[src/swmf_pkg.sv]
// shared types and constants of the sliding window median filter
`timescale 1ns / 1ps

package swmf_pkg;

    localparam int DATA_W = 16;
    localparam int CFG_W  = 15;
    localparam int STEP_W = $clog2(DATA_W);

    localparam logic [CFG_W-1:0] MAXD_RESET = 15'd600;

    typedef logic signed [DATA_W-1:0] sample_t;
    typedef logic [CFG_W-1:0]         maxd_t;

    typedef enum logic [1:0]
    {
        ST_IDLE,
        ST_SCAN,
        ST_FINISH
    } state_t;

    // control from the sequencer to the window and the rank selector
    typedef struct packed
    {
        logic load;
        logic step;
        logic first;
    } ctrl_t;

endpackage

[src/swmf_if.sv]
// handshake channel interfaces of the sliding window median filter
`timescale 1ns / 1ps

interface swmf_in_if;
    logic               valid;
    logic               ready;
    swmf_pkg::sample_t  reading;

    modport source (output valid, output reading, input ready);
    modport sink   (input valid, input reading, output ready);
endinterface

interface swmf_out_if;
    logic               valid;
    logic               ready;
    swmf_pkg::sample_t  filtered_distance;

    modport source (output valid, output filtered_distance, input ready);
    modport sink   (input valid, input filtered_distance, output ready);
endinterface

interface swmf_cfg_if;
    logic               valid;
    logic               ready;
    swmf_pkg::maxd_t    clip_limit;

    modport source (output valid, output clip_limit, input ready);
    modport sink   (input valid, input clip_limit, output ready);
endinterface

[src/swmf_window.sv]
// sample window shift registers with clip on insert and bit rotation for scanning
`timescale 1ns / 1ps

module swmf_window #(
    parameter int WINDOW = 5
) (
    input  logic                clk,
    input  logic                rst_n,
    input  swmf_pkg::ctrl_t     ctrl,
    input  swmf_pkg::sample_t   reading,
    input  swmf_pkg::maxd_t     clip_limit,
    output logic [WINDOW-1:0]   column
);
    import swmf_pkg::*;

    sample_t win_reg [WINDOW];
    sample_t limit;
    sample_t clipped;

    assign limit   = sample_t'({1'b0, clip_limit});
    assign clipped = (reading > limit) ? limit : reading;

    genvar i;
    generate
        for (i = 0; i < WINDOW; i++)
        begin : g_entry
            always_ff @(posedge clk or negedge rst_n)
            begin
                if (!rst_n)
                begin
                    win_reg[i] <= sample_t'({1'b0, MAXD_RESET});
                end
                else if (ctrl.load)
                begin
                    // oldest entry drops off the tail
                    if (i == 0)
                    begin
                        win_reg[i] <= clipped;
                    end
                    else
                    begin
                        win_reg[i] <= win_reg[(i == 0) ? 0 : i - 1];
                    end
                end
                else if (ctrl.step)
                begin
                    win_reg[i] <= {win_reg[i][DATA_W-2:0], win_reg[i][DATA_W-1]};
                end
            end

            assign column[i] = win_reg[i][DATA_W-1];
        end
    endgenerate

endmodule

[src/swmf_select.sv]
// bit-serial rank selection of the two middle window values, msb first
`timescale 1ns / 1ps

module swmf_select #(
    parameter int WINDOW = 5
) (
    input  logic                clk,
    input  logic                rst_n,
    input  swmf_pkg::ctrl_t     ctrl,
    input  logic [WINDOW-1:0]   column,
    output swmf_pkg::sample_t   lo_value,
    output swmf_pkg::sample_t   hi_value
);
    import swmf_pkg::*;

    localparam int CW = $clog2(WINDOW + 1);

    sample_t value [2];
    logic [WINDOW-1:0] key;

    // sign bit inverted so that signed order becomes unsigned order
    assign key = column ^ {WINDOW{ctrl.first}};

    genvar t;
    generate
        for (t = 0; t < 2; t++)
        begin : g_track
            localparam int RANK = (t == 0) ? (WINDOW - 1) / 2 : WINDOW / 2;

            logic [WINDOW-1:0] act_reg;
            logic [WINDOW-1:0] act_next;
            logic [CW-1:0]     rank_reg;
            logic [CW-1:0]     rank_next;
            sample_t           val_reg;
            sample_t           val_next;
            logic [WINDOW-1:0] zeros;
            logic [CW-1:0]     zero_cnt;
            logic              bit_sel;

            assign zeros    = act_reg & ~key;
            assign zero_cnt = CW'($countones(zeros));

            always_comb
            begin
                act_next  = act_reg;
                rank_next = rank_reg;
                val_next  = val_reg;
                bit_sel   = 1'b0;
                if (ctrl.load)
                begin
                    act_next  = {WINDOW{1'b1}};
                    rank_next = CW'(RANK);
                end
                else if (ctrl.step)
                begin
                    if (zero_cnt > rank_reg)
                    begin
                        act_next = zeros;
                    end
                    else
                    begin
                        bit_sel   = 1'b1;
                        act_next  = act_reg & key;
                        rank_next = rank_reg - zero_cnt;
                    end
                    val_next = {val_reg[DATA_W-2:0], bit_sel ^ ctrl.first};
                end
            end

            always_ff @(posedge clk or negedge rst_n)
            begin
                if (!rst_n)
                begin
                    act_reg  <= '0;
                    rank_reg <= '0;
                end
                else
                begin
                    act_reg  <= act_next;
                    rank_reg <= rank_next;
                end
            end

            always_ff @(posedge clk)
            begin
                val_reg <= val_next;
            end

            assign value[t] = val_reg;
        end
    endgenerate

    assign lo_value = value[0];
    assign hi_value = value[1];

endmodule

[src/sliding_window_median_filter.sv]
// top level of the sliding window median filter: sequencer, config register, output register
//
//  channel   | role   | payload                     | transaction
//  ----------+--------+-----------------------------+------------------------------
//  samples   | sink   | reading, 16 bit signed      | one raw distance reading
//  medians   | source | filtered_distance, 16 bit   | median of window after insert
//  cfg       | sink   | clip_limit, 15 bit          | write of the clip register
//
//  an accepted reading is clipped and shifted into the window in its accept cycle
//  the window is then scanned one bit column per cycle over all data bits, msb first,
//  and the finish state forms the median; the next reading is accepted only in idle
//  a result waiting on medians holds the block in its finish state until taken
//  reset fills the window with 600 and sets clip_limit to 600; cfg is always ready
`timescale 1ns / 1ps

module sliding_window_median_filter #(
    parameter int WINDOW = 5
) (
    input  logic         clk,
    input  logic         rst_n,
    swmf_in_if.sink      samples,
    swmf_out_if.source   medians,
    swmf_cfg_if.sink     cfg
);
    import swmf_pkg::*;

    state_t              state_reg;
    state_t              state_next;
    logic [STEP_W-1:0]   step_cnt_reg;
    logic [STEP_W-1:0]   step_cnt_next;
    maxd_t               clip_limit_reg;
    logic                out_valid_reg;
    logic                out_valid_next;
    sample_t             out_data_reg;
    logic                out_load;
    ctrl_t               ctrl;
    logic [WINDOW-1:0]   column;
    sample_t             lo_value;
    sample_t             hi_value;
    logic signed [DATA_W:0] pair_sum;
    sample_t             median;

    assign cfg.ready = 1'b1;

    always_ff @(posedge clk or negedge rst_n)
    begin
        if (!rst_n)
        begin
            clip_limit_reg <= MAXD_RESET;
        end
        else if (cfg.valid && cfg.ready)
        begin
            clip_limit_reg <= cfg.clip_limit;
        end
    end

    swmf_window #(.WINDOW(WINDOW)) u_window (
        .clk          (clk),
        .rst_n        (rst_n),
        .ctrl         (ctrl),
        .reading      (samples.reading),
        .clip_limit   (clip_limit_reg),
        .column       (column)
    );

    swmf_select #(.WINDOW(WINDOW)) u_select (
        .clk      (clk),
        .rst_n    (rst_n),
        .ctrl     (ctrl),
        .column   (column),
        .lo_value (lo_value),
        .hi_value (hi_value)
    );

    // mean of the two middle values, truncated toward zero
    assign pair_sum = {lo_value[DATA_W-1], lo_value} + {hi_value[DATA_W-1], hi_value};
    assign median   = pair_sum[DATA_W:1]
                    + sample_t'({{(DATA_W-1){1'b0}}, pair_sum[DATA_W] & pair_sum[0]});

    always_ff @(posedge clk or negedge rst_n)
    begin
        if (!rst_n)
        begin
            state_reg     <= ST_IDLE;
            step_cnt_reg  <= '0;
            out_valid_reg <= 1'b0;
        end
        else
        begin
            state_reg     <= state_next;
            step_cnt_reg  <= step_cnt_next;
            out_valid_reg <= out_valid_next;
        end
    end

    always_ff @(posedge clk)
    begin
        if (out_load)
        begin
            out_data_reg <= median;
        end
    end

    always_comb
    begin
        state_next     = state_reg;
        step_cnt_next  = step_cnt_reg;
        ctrl           = '0;
        out_load       = 1'b0;
        samples.ready  = 1'b0;
        out_valid_next = out_valid_reg && !medians.ready;
        unique case (state_reg)
            ST_IDLE:
            begin
                samples.ready = 1'b1;
                if (samples.valid)
                begin
                    ctrl.load     = 1'b1;
                    step_cnt_next = '0;
                    state_next    = ST_SCAN;
                end
            end
            ST_SCAN:
            begin
                ctrl.step     = 1'b1;
                ctrl.first    = (step_cnt_reg == '0);
                step_cnt_next = step_cnt_reg + STEP_W'(1);
                if (step_cnt_reg == STEP_W'(DATA_W - 1))
                begin
                    state_next = ST_FINISH;
                end
            end
            ST_FINISH:
            begin
                if (!out_valid_reg || medians.ready)
                begin
                    out_load       = 1'b1;
                    out_valid_next = 1'b1;
                    state_next     = ST_IDLE;
                end
            end
            default:
            begin
                state_next = ST_IDLE;
            end
        endcase
    end

    assign medians.valid             = out_valid_reg;
    assign medians.filtered_distance = out_data_reg;

    a_accept_starts_scan: assert property (@(posedge clk) disable iff (!rst_n)
        (samples.valid && samples.ready) |=> (state_reg == ST_SCAN && step_cnt_reg == '0))
        else $error("accepted transaction did not start a scan");

    a_scan_ends: assert property (@(posedge clk) disable iff (!rst_n)
        (state_reg == ST_SCAN && step_cnt_reg == STEP_W'(DATA_W - 1)) |=>
        (state_reg == ST_FINISH))
        else $error("scan did not end after the last bit column");

    a_finish_holds: assert property (@(posedge clk) disable iff (!rst_n)
        (state_reg == ST_FINISH && out_valid_reg && !medians.ready) |=>
        (state_reg == ST_FINISH))
        else $error("result overran a pending transaction");

    a_order: assert property (@(posedge clk) disable iff (!rst_n)
        (state_reg == ST_FINISH) |-> (lo_value <= hi_value))
        else $error("lower middle value above upper middle value");

    a_load_source: assert property (@(posedge clk) disable iff (!rst_n)
        $rose(out_valid_reg) |-> $past(state_reg == ST_FINISH))
        else $error("output loaded outside the finish cycle");

endmodule

[src/flat_wrapper.sv]
// flat-port wrapper written by rule: the top's interface ports become plain ports
module sliding_window_median_filter_flat import swmf_pkg::*;
#(
    parameter int WINDOW = 5
)
  (clk, rst_n, samples_valid, samples_reading, samples_ready, medians_valid, medians_filtered_distance, medians_ready, cfg_valid, cfg_clip_limit, cfg_ready);
  swmf_in_if samples_i ();
  swmf_out_if medians_i ();
  swmf_cfg_if cfg_i ();
  input  logic clk;
  input  logic rst_n;
  input wire logic [$bits(samples_i.valid)-1:0] samples_valid;
  input wire logic [$bits(samples_i.reading)-1:0] samples_reading;
  output wire logic [$bits(samples_i.ready)-1:0] samples_ready;
  output wire logic [$bits(medians_i.valid)-1:0] medians_valid;
  output wire logic [$bits(medians_i.filtered_distance)-1:0] medians_filtered_distance;
  input wire logic [$bits(medians_i.ready)-1:0] medians_ready;
  input wire logic [$bits(cfg_i.valid)-1:0] cfg_valid;
  input wire logic [$bits(cfg_i.clip_limit)-1:0] cfg_clip_limit;
  output wire logic [$bits(cfg_i.ready)-1:0] cfg_ready;
  assign samples_i.valid = samples_valid;
  assign samples_i.reading = samples_reading;
  assign samples_ready = samples_i.ready;
  assign medians_valid = medians_i.valid;
  assign medians_filtered_distance = medians_i.filtered_distance;
  assign medians_i.ready = medians_ready;
  assign cfg_i.valid = cfg_valid;
  assign cfg_i.clip_limit = cfg_clip_limit;
  assign cfg_ready = cfg_i.ready;
  sliding_window_median_filter #(.WINDOW(WINDOW)) u_core (.clk(clk), .rst_n(rst_n), .samples(samples_i), .medians(medians_i), .cfg(cfg_i));
endmodule
[config.mk]
export PLATFORM = sky130hd
export DESIGN_NAME = sliding_window_median_filter_flat
export DESIGN_NICKNAME = d
export VERILOG_FILES = /design/src/swmf_pkg.sv /design/src/swmf_if.sv /design/src/swmf_window.sv /design/src/swmf_select.sv /design/src/sliding_window_median_filter.sv /design/src/flat_wrapper.sv
export SDC_FILE = /design/constraint.sdc
export NUM_CORES = 1
export LEC_CHECK = 0
export ABC_AREA = 1
export BUFFER_PORTS_ARGS = -buffer_cell sky130_fd_sc_hd__buf_2
export CAP_MARGIN = 10
export CORE_ASPECT_RATIO = 0.5
export CORE_MARGIN = 2
export CORE_UTILIZATION = 58
export CTS_CLUSTER_SIZE = 10
export DETAILED_ROUTE_END_ITERATION = 6
export GPL_TIMING_DRIVEN = 0
export PLACE_DENSITY = 0.76
export SLEW_MARGIN = 20
export SYNTH_ARGS = -nofsm -noshare
export SYNTH_HDL_FRONTEND = slang
export SYNTH_HIERARCHICAL = 1
export SYNTH_SLANG_ARGS = --single-unit
export TNS_END_PERCENT = 100
[constraint.sdc]
create_clock -name clk -period 10.8 [get_ports clk]
set_input_delay 2.16 -clock clk [delete_from_list [all_inputs] [get_ports clk]]
set_output_delay 2.16 -clock clk [all_outputs]
set_load 0.02 [all_outputs]
# Word level (Yosys, flattened, before mapping)
# Index checks and enable logic that the tools add are counted.
[word_totals]
out_inout_bits = 19
register_bits = 166
[classes]
bitwise = 10
order_cmp = 3
n_eq_ne = 8
reduce_logical = 13
muxes = 43
n_addsub = 13
[op_table]
columns = ["op", "n"]
rows = [
  ["$mux 16", 11],
  ["$mux 5", 6],
  ["$and 5x5->5", 4],
  ["$mux 3", 6],
  ["$add 16x16->17", 1],
  ["$add 16x1->16", 1],
  ["$gt 16x16->1", 1],
  ["$mux 1", 13],
  ["$add 1x1->2", 4],
  ["$mux 2", 4],
  ["$ne 2x1->1 const B", 4],
  ["$pmux 4 s2", 1],
  ["$reduce_and 2->1", 4],
  ["$add 2x2->3", 2],
  ["$add 3x1->3", 2],
  ["$gt 3x3->1", 2],
  ["$pmux 2 s3", 1],
  ["$sub 3x3->3", 2],
  ["$not 5->5", 1],
  ["$xor 5x5->5", 1],
  ["$add 4x1->4 const B", 1],
  ["$eq 4x4->1 const B", 1],
  ["$logic_not 4->1", 1],
  ["$mux 4", 1],
  ["other kinds (12)", 15],
]

# Longest topological paths before layout
[logic_depth]
word_depth = 13
ltp_mapped = 24
mapped_depth_nobuf = 24

# Cells and area by module
# Netlist, hierarchy kept.
[by_module_without_submodules]
columns = ["mod", "n_inst", "seq_area_each_um2", "area_each_um2", "cells_each"]
rows = [
  ["swmf_window", 1, 2026.9, 4215.3, 497],
  ["sliding_window_median_filter", 1, 1036.0, 2975.4, 393],
  ["swmf_select", 1, 1361.3, 2274.7, 219],
]

# Worst setup path before layout
# Ideal clock, no wire load.
[synth_timing]
path_type = "reg2reg"
start = "register u_core.state_reg[1]"
end = "register u_core.u_select.g_track[0].rank_reg[1]"
setup_time_ns = 0.117
path_stages_with_launch = 19
required_ns = 10.683
setup_slack_ns = 6.846
arrival_time_ns = 3.837
period_less_slack_ns = 3.954
path_cell_list = "dfrtp_1 > nor2_1 > inv_1 > nor2_1 > buf_6 > inv_4 > nand2_1 > nand2_1 > nor2_1 > inv_1 > fa_1 > fa_1 > inv_1 > ha_1 > inv_1 > fa_1 > or2_2 > nand2_1 > nand2_1"
[synth_lines]
columns = ["element", "line_no", "rtl"]
rows = [
  ["start: declaration", "sliding_window_median_filter.sv:27", "state_t state_reg;"],
  ["start signal: assignment", "sliding_window_median_filter.sv:90", "state_reg <= state_next;"],
  ["end signal: assignment", "swmf_select.sv:80", "rank_reg <= rank_next;"],
  ["end: declaration", "swmf_select.sv:32", "logic [CW-1:0] rank_reg;"],
]

==> metrics.txt <==
status=finished, final reports clean; Syn-to-layout area delta=12.5%; Initial Utilization=0.603; hold slack final=around 460 ps; fin crit period=between 4000 and 5000 ps; Placed Instances=roughly 1400; vias in the first global route=slightly below 8000; Std-Cell Rows=32; startpoint class of the critical path=flop; syn nets=~1200; Worst EP arrival=roughly 4500 ps; GRT Overall Usage=0.256; count leader, synth=nand2_1; HP Class=flop to flop; CTS Buf Count=17; area occupied by multi-input gates=approximately 4200 µm²; Max Used Layer=met5; Detail Route Antenna Nets=0; gr ovfl total=0; Max-Slew Margin vs Limit=0.400; H-tree level count=4; Clock Tree Buf Depth=2; Hold Fails Final Rpt=0; FF/Latch Area=around 4400 µm²; die width=185 µm; Layout Cells excl Fill=1415; Largest register FFs=75; Final Util=0.679; clk sinks=~170; most common flop cell mapped by yosys=dfrtp_1; Final Max Tran Viols=0; dominant cells by area after synthesis=dfrtp_1 (25%), edfxtp_1 (15%), nand2_1 (8.3%); clk_lat worst skew=between 400 and 500 ps; area share of the largest cell type after synthesis=0.249; CORE AREA=between 15000 and 20000 µm²; Die ar.=17400 µm²; Worst R2R Path Depth=19; fill count=approximately 1300; DR WL/cell=around 14 µm; most instantiated cells after synthesis=nand2_1 (210), inv_1 (142), nor2_1 (115); vias per inst=around 5.5; synth unique cells=43; I/O Buffers=52; DRT Wirelength=a little over 20 mm; diodes inserted=0; Post-synth ARST share=0.711; via count=roughly 7800; Post-route DRC=0; Mapped Avg Cell Area=~8.5 µm²; synth warn=6; CTS tree=built; Reg clk slew, reported paths=around 80 ps; Crit Path Max Fanout=15; fin crit share=0.402; die height=about 94 µm; leading area contributor after synthesis=dfrtp_1; EDFF count, synth=48; Synth Cell Area=9470 µm²; DR pass1 iterations=5; largest net degree at the start of global routing=just over 80; Initial DRC Count=648; Root Buffer=clkbuf_16; WL met1=9.06 mm; Boundary Pins=between 50 and 60; met3 WL=approximately 1.0 mm; hpwl dp=between 10 and 15 mm; CP required=around 11000 ps; Tightest Pin Transition=around 900 ps; clk_skew=around 12 ps; Min-Delay Path Depth=0; max-cap violations=0; global-route wire length before repair=~36 mm; Hold Buf Count CTS=0; sequential share of the synthesized area=0.467; nets=1267; Setup Fix Bufs, Post-CTS=0; crit end category=flop; GPL Wtd Cong=just under 0.9; met2 WL=approximately 10 mm; share of cells above drive strength 1=0.177; Mapped Cells=around 1100; final setup fails=0; crit path kind=flop to flop; RSZ-0062 raised after global routing=false; f_max=231 MHz; flop and latch count out of synthesis=about 170; initial antenna violation count=1; post-CTS sizing=0; TNS Setup=0 ps
[cells in the final DEF (no fill, tap or decap), types with 4 or more instances in the layout]
cell / synthesis / final
edfxtp_1: 48 / 48
a21oi_1: 22 / 22
inv_2: 8 / 8
xor2_1: 8 / 8
inv_6: 0 / 5
nor3_1: 56 / 56
o21ai_0: 29 / 29
xnor2_1: 5 / 5
nor2_4: 4 / 4
clkbuf_1: 25 / 26
nand2_4: 4 / 4
clkinv_8: 0 / 4
nor2_2: 6 / 8
a21oi_2: 11 / 11
o22ai_1: 63 / 63
nor2_1: 115 / 113
ha_1: 43 / 43
dfstp_2: 24 / 24
nand3_2: 4 / 4
buf_4: 8 / 8
fa_1: 7 / 7
nand2_2: 22 / 22
inv_1: 142 / 142
buf_2: 10 / 61
and2_1: 4 / 4
clkbuf_16: 0 / 17
mux2_2: 15 / 15
o21ai_1: 5 / 5
nand4_1: 26 / 26
or2_1: 4 / 4
nand2_1: 210 / 210
nand3_1: 68 / 68
dfrtp_1: 94 / 94
[layer usage]
metal	vias up	global-route usage
met5	-	0
met4	2	0.0853
met3	23	0.0513
met2	219	0.456
met1	3709	0.319
li1	3812	-
[cell families (layout without fill, tap and decap cells)]
group	Yosys count	after routing	share of synthesized area
other	1	1	0.000396
DFF	166	166	0.467
and+or+nand+nor	529	529	0.257
AOI/OAI and AO/OA	136	136	0.0859
muxes	15	15	0.0178
adders and majority gates	50	50	0.0716
xor gates and xnor gates	14	14	0.0149
buffers and inverters	198	283	0.0851
[critical path, stage by stage, from the launching register on]
cell     delay [ps]
dfrtp_1         410
nor2_2          600
inv_1           180
nor2_1          170
buf_6           160
inv_4            60
nand2_1          70
nand2_1         100
nor2_1          140
inv_1            80
fa_1            480
fa_1            440
inv_1            70
ha_1            130
inv_1            40
ha_1            340
nand2_1          90
nand2_1          60
nor2_1          310
xor2_1          120
[layout make-up]
cell class	count	share of cell area
tap	221	0.0260
inverter	152	0.0540
clock inverter	14	0.0170
buffer	46	0.0216
sequential	166	0.415
clock buffer	18	0.0403
timing repair buffer	53	0.0276
multi-input combinational	745	0.398
[worst paths after layout]
check | from | slack (ps) | endpoint
max | u_core/state_reg[1] | 6460 | u_core/u_select/lo_value[0]
min reg2reg | u_core/u_select/lo_value[9] | 460 | u_core/u_select/lo_value[10]
max in group asynchronous | rst_n | 8440 | u_core/u_window/win_reg[3]
min in group asynchronous | rst_n | 1630 | u_core/u_window/win_reg[43]
min | u_core/u_select/lo_value[9] | 460 | u_core/u_select/lo_value[10]
max reg2reg | u_core/state_reg[1] | 6460 | u_core/u_select/lo_value[0]
[per-stage QoR]
step           setup WS (ps)  instance area (µm²)
2_1_floorplan           6850                 9470
6_report                6460                10700
3_3_place_gp            6130                10000
3_5_place_dp            6190                10000
4_1_cts                 6140                10600
5_1_grt                 6070                10700
Power is not shown: default switching activity piles up to over one toggle a cycle in this logic, so the estimate is an artifact.
